[src/rtl/core/dtps_pkg.sv]
package dtps_pkg;

	// Field widths of the pixel command and result words.
	localparam int FUNC_W     = 3;
	localparam int POS_W      = 8;
	localparam int DIM_W      = 9;
	localparam int DEPTH_IN_W = 32;
	localparam int CHAN_IN_W  = 16;
	localparam int CHAN_W     = 8;
	localparam int STATUS_W   = 2;
	localparam int RGB_W      = 3 * CHAN_W;

	// Store geometry and number formats.
	localparam int MAX_WIDTH       = 256;
	localparam int MAX_HEIGHT      = 256;
	localparam int STORE_SIZE      = MAX_WIDTH * MAX_HEIGHT;
	localparam int ADDR_W          = $clog2(STORE_SIZE);
	localparam int DEPTH_BITS      = 32;
	localparam int COLOR_FRAC_BITS = 12;

	// Command codes.
	localparam logic [FUNC_W-1:0] FUNC_WRITE     = 3'd0;
	localparam logic [FUNC_W-1:0] FUNC_TEST      = 3'd1;
	localparam logic [FUNC_W-1:0] FUNC_READ      = 3'd2;
	localparam logic [FUNC_W-1:0] FUNC_CLR_COLOR = 3'd3;
	localparam logic [FUNC_W-1:0] FUNC_CLR_DEPTH = 3'd4;

	// Result status codes.
	localparam logic [STATUS_W-1:0] ST_DONE   = 2'd0;
	localparam logic [STATUS_W-1:0] ST_RANGE  = 2'd1;
	localparam logic [STATUS_W-1:0] ST_REJECT = 2'd2;

	// Configuration register indexes.
	localparam logic REG_WIDTH  = 1'b0;
	localparam logic REG_HEIGHT = 1'b1;

	// Decoded command as it travels down the pipeline.
	typedef struct packed {
		logic                  is_write;
		logic                  is_test;
		logic                  is_read;
		logic                  clr_color;
		logic                  clr_depth;
		logic                  oor;
		logic [ADDR_W-1:0]     addr;
		logic [DEPTH_BITS-1:0] depth;
		logic [RGB_W-1:0]      color;
	} pix_t;

	// Request to start a clearing pass over one or both stores.
	typedef struct packed {
		logic color;
		logic depth;
	} clr_req_t;

	// Write port control from the clear sequencer.
	typedef struct packed {
		logic              busy;
		logic              wr_color;
		logic              wr_depth;
		logic [ADDR_W-1:0] addr;
	} sweep_t;

	typedef enum logic {
		SWP_IDLE,
		SWP_RUN
	} sweep_state_t;

endpackage

[src/rtl/core/dtps_sweep.sv]
module dtps_sweep (
	input  logic               clk,
	input  logic               arst_n,
	input  dtps_pkg::clr_req_t req,
	output dtps_pkg::sweep_t   sw
);

	import dtps_pkg::*;

	sweep_state_t      state_q;
	sweep_state_t      state_d;
	logic [ADDR_W-1:0] cnt_q;
	logic              clr_color_q;
	logic              clr_depth_q;
	logic              start;
	logic              last;

	assign start = req.color || req.depth;
	assign last  = (cnt_q == ADDR_W'(STORE_SIZE - 1));

	// Next state.
	always_comb begin
		unique case (state_q)
			SWP_IDLE: begin
				state_d = start ? SWP_RUN : SWP_IDLE;
			end
			SWP_RUN: begin
				state_d = (!start && last) ? SWP_IDLE : SWP_RUN;
			end
		endcase
	end

	// Outputs.
	always_comb begin
		sw.busy     = (state_q == SWP_RUN);
		sw.wr_color = (state_q == SWP_RUN) && clr_color_q;
		sw.wr_depth = (state_q == SWP_RUN) && clr_depth_q;
		sw.addr     = cnt_q;
	end

	// Reset starts a pass over both stores. A new request restarts the walk
	// from entry zero and keeps any store that was already being cleared.
	always_ff @(posedge clk or negedge arst_n) begin
		if (!arst_n) begin
			state_q     <= SWP_RUN;
			cnt_q       <= '0;
			clr_color_q <= 1'b1;
			clr_depth_q <= 1'b1;
		end else begin
			state_q <= state_d;
			if (start) begin
				cnt_q       <= '0;
				clr_color_q <= req.color || (sw.busy && clr_color_q);
				clr_depth_q <= req.depth || (sw.busy && clr_depth_q);
			end else if (sw.busy) begin
				cnt_q <= cnt_q + 1'b1;
			end
		end
	end

endmodule

[config.mk]
export PLATFORM = sky130hd
export DESIGN_NAME = dtps_sweep
export DESIGN_NICKNAME = d
export VERILOG_FILES = /design/src/rtl/core/dtps_pkg.sv /design/src/rtl/core/dtps_sweep.sv
export SDC_FILE = /design/constraint.sdc
export NUM_CORES = 1
export LEC_CHECK = 0
export BUFFER_PORTS_ARGS = -buffer_cell sky130_fd_sc_hd__buf_2
export CORE_AREA = 2 2 52 54
export CTS_CLUSTER_DIAMETER = 80
export DETAILED_ROUTE_END_ITERATION = 12
export DIE_AREA = 0 0 54 56
export SYNTH_ARGS = -nofsm -noshare
export SYNTH_HDL_FRONTEND = slang
export SYNTH_SLANG_ARGS = --single-unit
[constraint.sdc]
create_clock -name clk -period 2 [get_ports clk]
set_clock_uncertainty 0.05 [all_clocks]
set_input_delay 0.1 -clock clk [delete_from_list [all_inputs] [get_ports clk]]
set_output_delay 0.1 -clock clk [all_outputs]
set_load 0.01 [all_outputs]
==> flow_summary.ini, run 1 <==
[yosys]
synth_edf_count = 0
synth_seq_cells = 19
synth_common_cells = 16 x dfrtp_1, 12 x nor2_1, 9 x nand2_1
async_flop_share_pct = 100
yosysTopAreaCell = dfrtp_1
synth_area_per_cell_sq_um = 9.72
synth_cell_type_count = 29
yosysMostFrequentCell = dfrtp_1
netlist_area_sq_um = 962
syn_nets = 104
ys.flop_type = dfrtp_1
ys_warn_count = 0
synth_seq_area_share_pct = 49.8
synth_cells = 99
synth_top_area_share_pct = 41.6
yosys-top-cells-area = dfrtp_1 42%, dfstp_2 8.2%, xnor2_1 5.5%, nor2_1 4.7%, xor2_1 3.6%

[setup_path]
cp.required_ns = 2.18
start_kind = register
critPathCaptureType = register
path_max_fanout = 10
worst_ep_arrival_time_ns = 1.95
path_class = register to register

[timing]
drv_slew = 0
max_slew_margin_pct = 70.9
worst_pin_slew_ns = 0.436
timing.final.hold_violations = 0
period_minus_slack_ns = 1.77
finalSetupViolCount = 0
final.period_utilization_pct = 88.6
rsz0062_at_grt = no
fmax_mhz = 564
tns_ns = 0
fin_ws_ns = 0.227
whs_ns = 0.211

[floorplanning]
start_util_pct = 39.6
die_h_um = 56
fp-row-count = 18
core_sq_um = 2430
die_x_um = 54
ios = 23
die-area_sq_um = 3020

[clock_network]
htreeDepth = 1
cts_tree = done
root_buffer = clkbuf_4
cts_resized = 0
clockBufferDepth = 2
clock_sinks = 19
clkSlewWorstSetupHoldPaths_ns = 0.11
cts_buffers = 3
clk_latency_ns = 0.29

[global_route]
grt_pass1_vias = 729
globalRouteTotalUtil_pct = 14.6
grt-ovfl-total = 0
grt_pass1_wl_um = 3230
grt_max_degree = 20
antenna_found_initial = 0

[power_and_ir_drop]
swShare_pct = 22.8
ir_drop_v = 0.000309
clock_power_share_pct = 31.8
fin_total_pwr_mw = 0.616
intPower_mw = 0.475
p_seq_share_pct = 63.1
switchingPower_mw = 0.140
p_comb_share_pct = 5.1
power_density_nw_per_um2 = 536
p_leak_nw = 0.502

[flow_run]
drv_cap = 0

[place]
port_buffers = 22
post-place-cells = 147
place_hpwl_um = 1390
placed_area_sq_um = 1090
post-place-ws_ns = 0.246
gp_congestion = 0.748

[cells_and_area]
final_cells = 154
syn2layout_area_growth_pct = 19.2
drive_gt1_share_pct = 27.4
final_util_pct = 47.2
diodes = 0
design_area_sq_um = 1150
fin_nets = 130

[detailed_routing]
ant_nets = 0
vias = 781
dr.pass1.iters = 4
drc = 0
drt_iter0_markers = 16
routed_wl_um = 1920
viasPerCell = 5.07
wl_per_cell_um = 12.5

[run_status]
status = finished clean

[min_path]
min_path_type = primary input to async pin
cell families after synthesis:
kind of cell,synth area share [%]
AO/OA/AOI/OAI,6.50
XOR/XNOR,9.10
adder cells (fa/ha/maj),1.30
buffers and inverters,3.90
flip-flops,49.8
multiplexers,2.08
AND/OR/NAND/NOR,27.3
power by group through the flow:
stage | Clock (mW) | Sequential, mW | Combinational (mW)
global route | 0.218 | 0.389 | 0.0362
detailed placement | 0 | 0.396 | 0.0278
CTS | 0.199 | 0.389 | 0.0323
global placement | 0 | 0.396 | 0.0274
floorplan | 0 | 0.396 | 0.0108
finish | 0.196 | 0.389 | 0.0311
layout by cell type, fill, tap and decap left out:
cell type,synthesis,routed
nand4_1,3,3
nand4_4,1,1
nor4_1,4,4
or3_1,3,3
clkbuf_4,1,3
clkbuf_1,3,1
dfrtp_1,16,16
or4_1,1,1
or2_2,2,2
or4_4,1,1
xnor2_1,6,6
nand2b_1,2,2
xor2_1,4,4
buf_4,1,1
a21o_1,2,2
nand3_1,4,4
ha_1,1,1
a21oi_1,4,4
nor3_1,2,2
and3_1,1,1
or3_2,1,1
nor2_1,12,12
nand2_1,9,9
dlygate4sd3_1,0,3
o21ai_0,4,4
buf_2,0,22
inv_1,3,3
and2_1,2,2
o31ai_1,1,1
dfstp_2,3,3
mux2i_1,2,2
layout make-up:
type                            instances  area [sq um]
Inverter                                3          11.3
Tap cell                               30          37.5
Timing Repair Buffer                   26           148
Clock buffer                            4          26.3
Sequential cell                        19           479
Fill cell                             257          1280
Multi-Input combinational cell         72           445
registers in the layout, summed over array words and instances (netlist names):
signal	count
state_q	1
clr_color_q	1
cnt_q	16
clr_depth_q	1
repair_timing:
action,CTS,global route
setup buffers,0,0
hold buffers,3,0
endpoints found under the hold margin,18,0
worst max-delay path: stages, from the launching register on:
cell     delay, ns
dfrtp_1       0.47
nand4_4       0.19
or4_4         0.52
or3_1         0.35
a21oi_1       0.13
worst paths after layout:
check | from | to | slack [ns] | cells past startpoint
worst max-delay path | cnt_q[5] | cnt_q[15] | 0.23 | 4
worst min-delay path | arst_n | cnt_q[3] | 0.21 | 2
worst max register to register | cnt_q[5] | cnt_q[15] | 0.23 | 4
worst min register to register | clr_color_q | clr_color_q | 0.46 | 1
max in group asynchronous | arst_n | clr_depth_q | 1.35 | 2
min in group clk | clr_color_q | clr_color_q | 0.46 | 1
routing by layer:
layer | share of wire (%) | up-vias | global-route usage [%]
li1 | - | 395 | -
met1 | 47 | 367 | 17.8
met2 | 46 | 15 | 23.0
met3 | 4.1 | 4 | 2.42
met4 | 2.4 | 0 | 9.29
met5 | 0 | - | 0
Power figures use the tool's default switching activity.
==> inputs of run 2 (changes only) <==
--- a/config.mk
+++ b/config.mk
@@ -6,10 +6,13 @@
 export NUM_CORES = 1
 export LEC_CHECK = 0
 export BUFFER_PORTS_ARGS = -buffer_cell sky130_fd_sc_hd__buf_2
-export CORE_AREA = 2 2 52 54
+export CELL_PAD_IN_SITES_DETAIL_PLACEMENT = 0
+export CELL_PAD_IN_SITES_GLOBAL_PLACEMENT = 1
+export CORE_AREA = 2 2 53 55
 export CTS_CLUSTER_DIAMETER = 80
 export DETAILED_ROUTE_END_ITERATION = 12
-export DIE_AREA = 0 0 54 56
+export DIE_AREA = 0 0 55 57
+export PLACE_DENSITY_LB_ADDON = 0.1
 export SYNTH_ARGS = -nofsm -noshare
 export SYNTH_HDL_FRONTEND = slang
 export SYNTH_SLANG_ARGS = --single-unit
==> flow_summary.ini, run 2 (synthesized netlist as in run 1, its figures left out) <==
[run_status]
status = finished clean

[timing]
rsz0062_at_grt = no
final.period_utilization_pct = 89.1
whs_ns = 0.206
worst_pin_slew_ns = 0.440
timing.final.hold_violations = 0
fmax_mhz = 561
finalSetupViolCount = 0
period_minus_slack_ns = 1.78
drv_slew = 0
max_slew_margin_pct = 70.6
tns_ns = 0

[clock_network]
cts_tree = done
cts_buffers = 3
clockBufferDepth = 2
cts_resized = 0
root_buffer = clkbuf_4
clk_latency_ns = 0.31
htreeDepth = 1
clock_sinks = 19
clkSlewWorstSetupHoldPaths_ns = 0.11

[cells_and_area]
regMostFlops = cnt_q
drive_gt1_share_pct = 28.0
fin_nets = 131
largest_register_ffs = 16
final_cell_mix = 22 x buf_2, 16 x dfrtp_1, 12 x nor2_1, 9 x nand2_1, 6 x xnor2_1
syn2layout_area_growth_pct = 20.2
final_util_pct = 44.2
fillers = 297
layout_commonest_cell = buf_2
diodes = 0
design_area_sq_um = 1160

[global_route]
grt-ovfl-total = 0
grt_max_degree = 20
grt_pass1_wl_um = 3490
grt_pass1_vias = 793
antenna_found_initial = 0
globalRouteTotalUtil_pct = 15.3

[detailed_routing]
ant_nets = 0
drt_iter0_markers = 14
viasPerCell = 5.24
routed_wl_um = 2070
drc = 0
wl_per_cell_um = 13.2
dr.pass1.iters = 4
vias = 818

[flow_run]
drv_cap = 0

[setup_path]
cp.required_ns = 2.19
r2r-start = cnt_q[8]
worst_ep_arrival_time_ns = 1.97
path_class = register to register
crit_path_start = cnt_q[8]
critPathCaptureType = register
path_max_fanout = 6
start_kind = register

[floorplanning]
ios = 23
fp-row-count = 19
start_util_pct = 36.8
die_x_um = 55
core_sq_um = 2620
die-area_sq_um = 3140
die_h_um = 57

[power_and_ir_drop]
ir_drop_v = 0.000378
p_leak_nw = 0.505
fin_total_pwr_mw = 0.625
power_density_nw_per_um2 = 540

[place]
gp_congestion = 0.695
place_hpwl_um = 1430
placed_area_sq_um = 1100
port_buffers = 22

[min_path]
min_path_type = primary input to async pin
## run 2: metal layers
metal / GRT usage [%] / up-vias / share of wire (%)
met5: 0 / - / 0
met4: 7.32 / 0 / 2.0
met3: 2.36 / 5 / 3.6
met2: 22.6 / 17 / 47
met1: 21.7 / 404 / 47
li1: - / 392 / -
## run 2: worst paths after layout
| check | end | slack, ns | cells after the start |
|---|---|---|---|
| setup reg to reg | cnt_q[15] | 0.22 | 4 |
| hold reg to reg | clr_color_q | 0.47 | 1 |
| setup / recovery | cnt_q[15] | 0.22 | 4 |
| hold / removal | cnt_q[7] | 0.21 | 2 |
| max in group asynchronous | clr_depth_q | 1.35 | 2 |
| min in group clk | clr_color_q | 0.47 | 1 |
## run 2: critical path, stage by stage, from the launching register on
cell and delay, ns:
dfrtp_1 0.43, nand3_1 0.17, or4_4 0.57, or3_1 0.35
a21oi_1 0.15
## run 2: final cells by class
cell class / instances / area [sq um] / share of cell area (%)
Clock buffer: 4 / 26.3 / 2.27
Inverter: 3 / 11.3 / 0.974
Sequential cell: 19 / 479 / 41.5
Timing Repair Buffer: 27 / 155 / 13.4
Tap cell: 31 / 38.8 / 3.35
Multi-Input combinational cell: 72 / 445 / 38.5
## run 2: repair_timing
item                      4_1_cts  5_1_grt
setup buffers                   0        0
hold endpoints to repair       19        0
hold buffers                    3        0
## run 2: through the flow
step / instances / worst slack [ns]
2_1_floorplan: 99 / 0.243
3_3_place_gp: 149 / 0.275
3_5_place_dp: 149 / 0.248
4_1_cts: 156 / 0.200
5_1_grt: 156 / 0.0984
6_report: 156 / 0.218
## run 2: power by group
group          leakage, nW  total (mW)  switching [mW]  internal, mW
combinational        0.236      0.0312          0.0198        0.0114
sequential           0.254       0.389         0.00261         0.386
clock               0.0150       0.205           0.127        0.0778
total                0.505       0.625           0.149         0.475
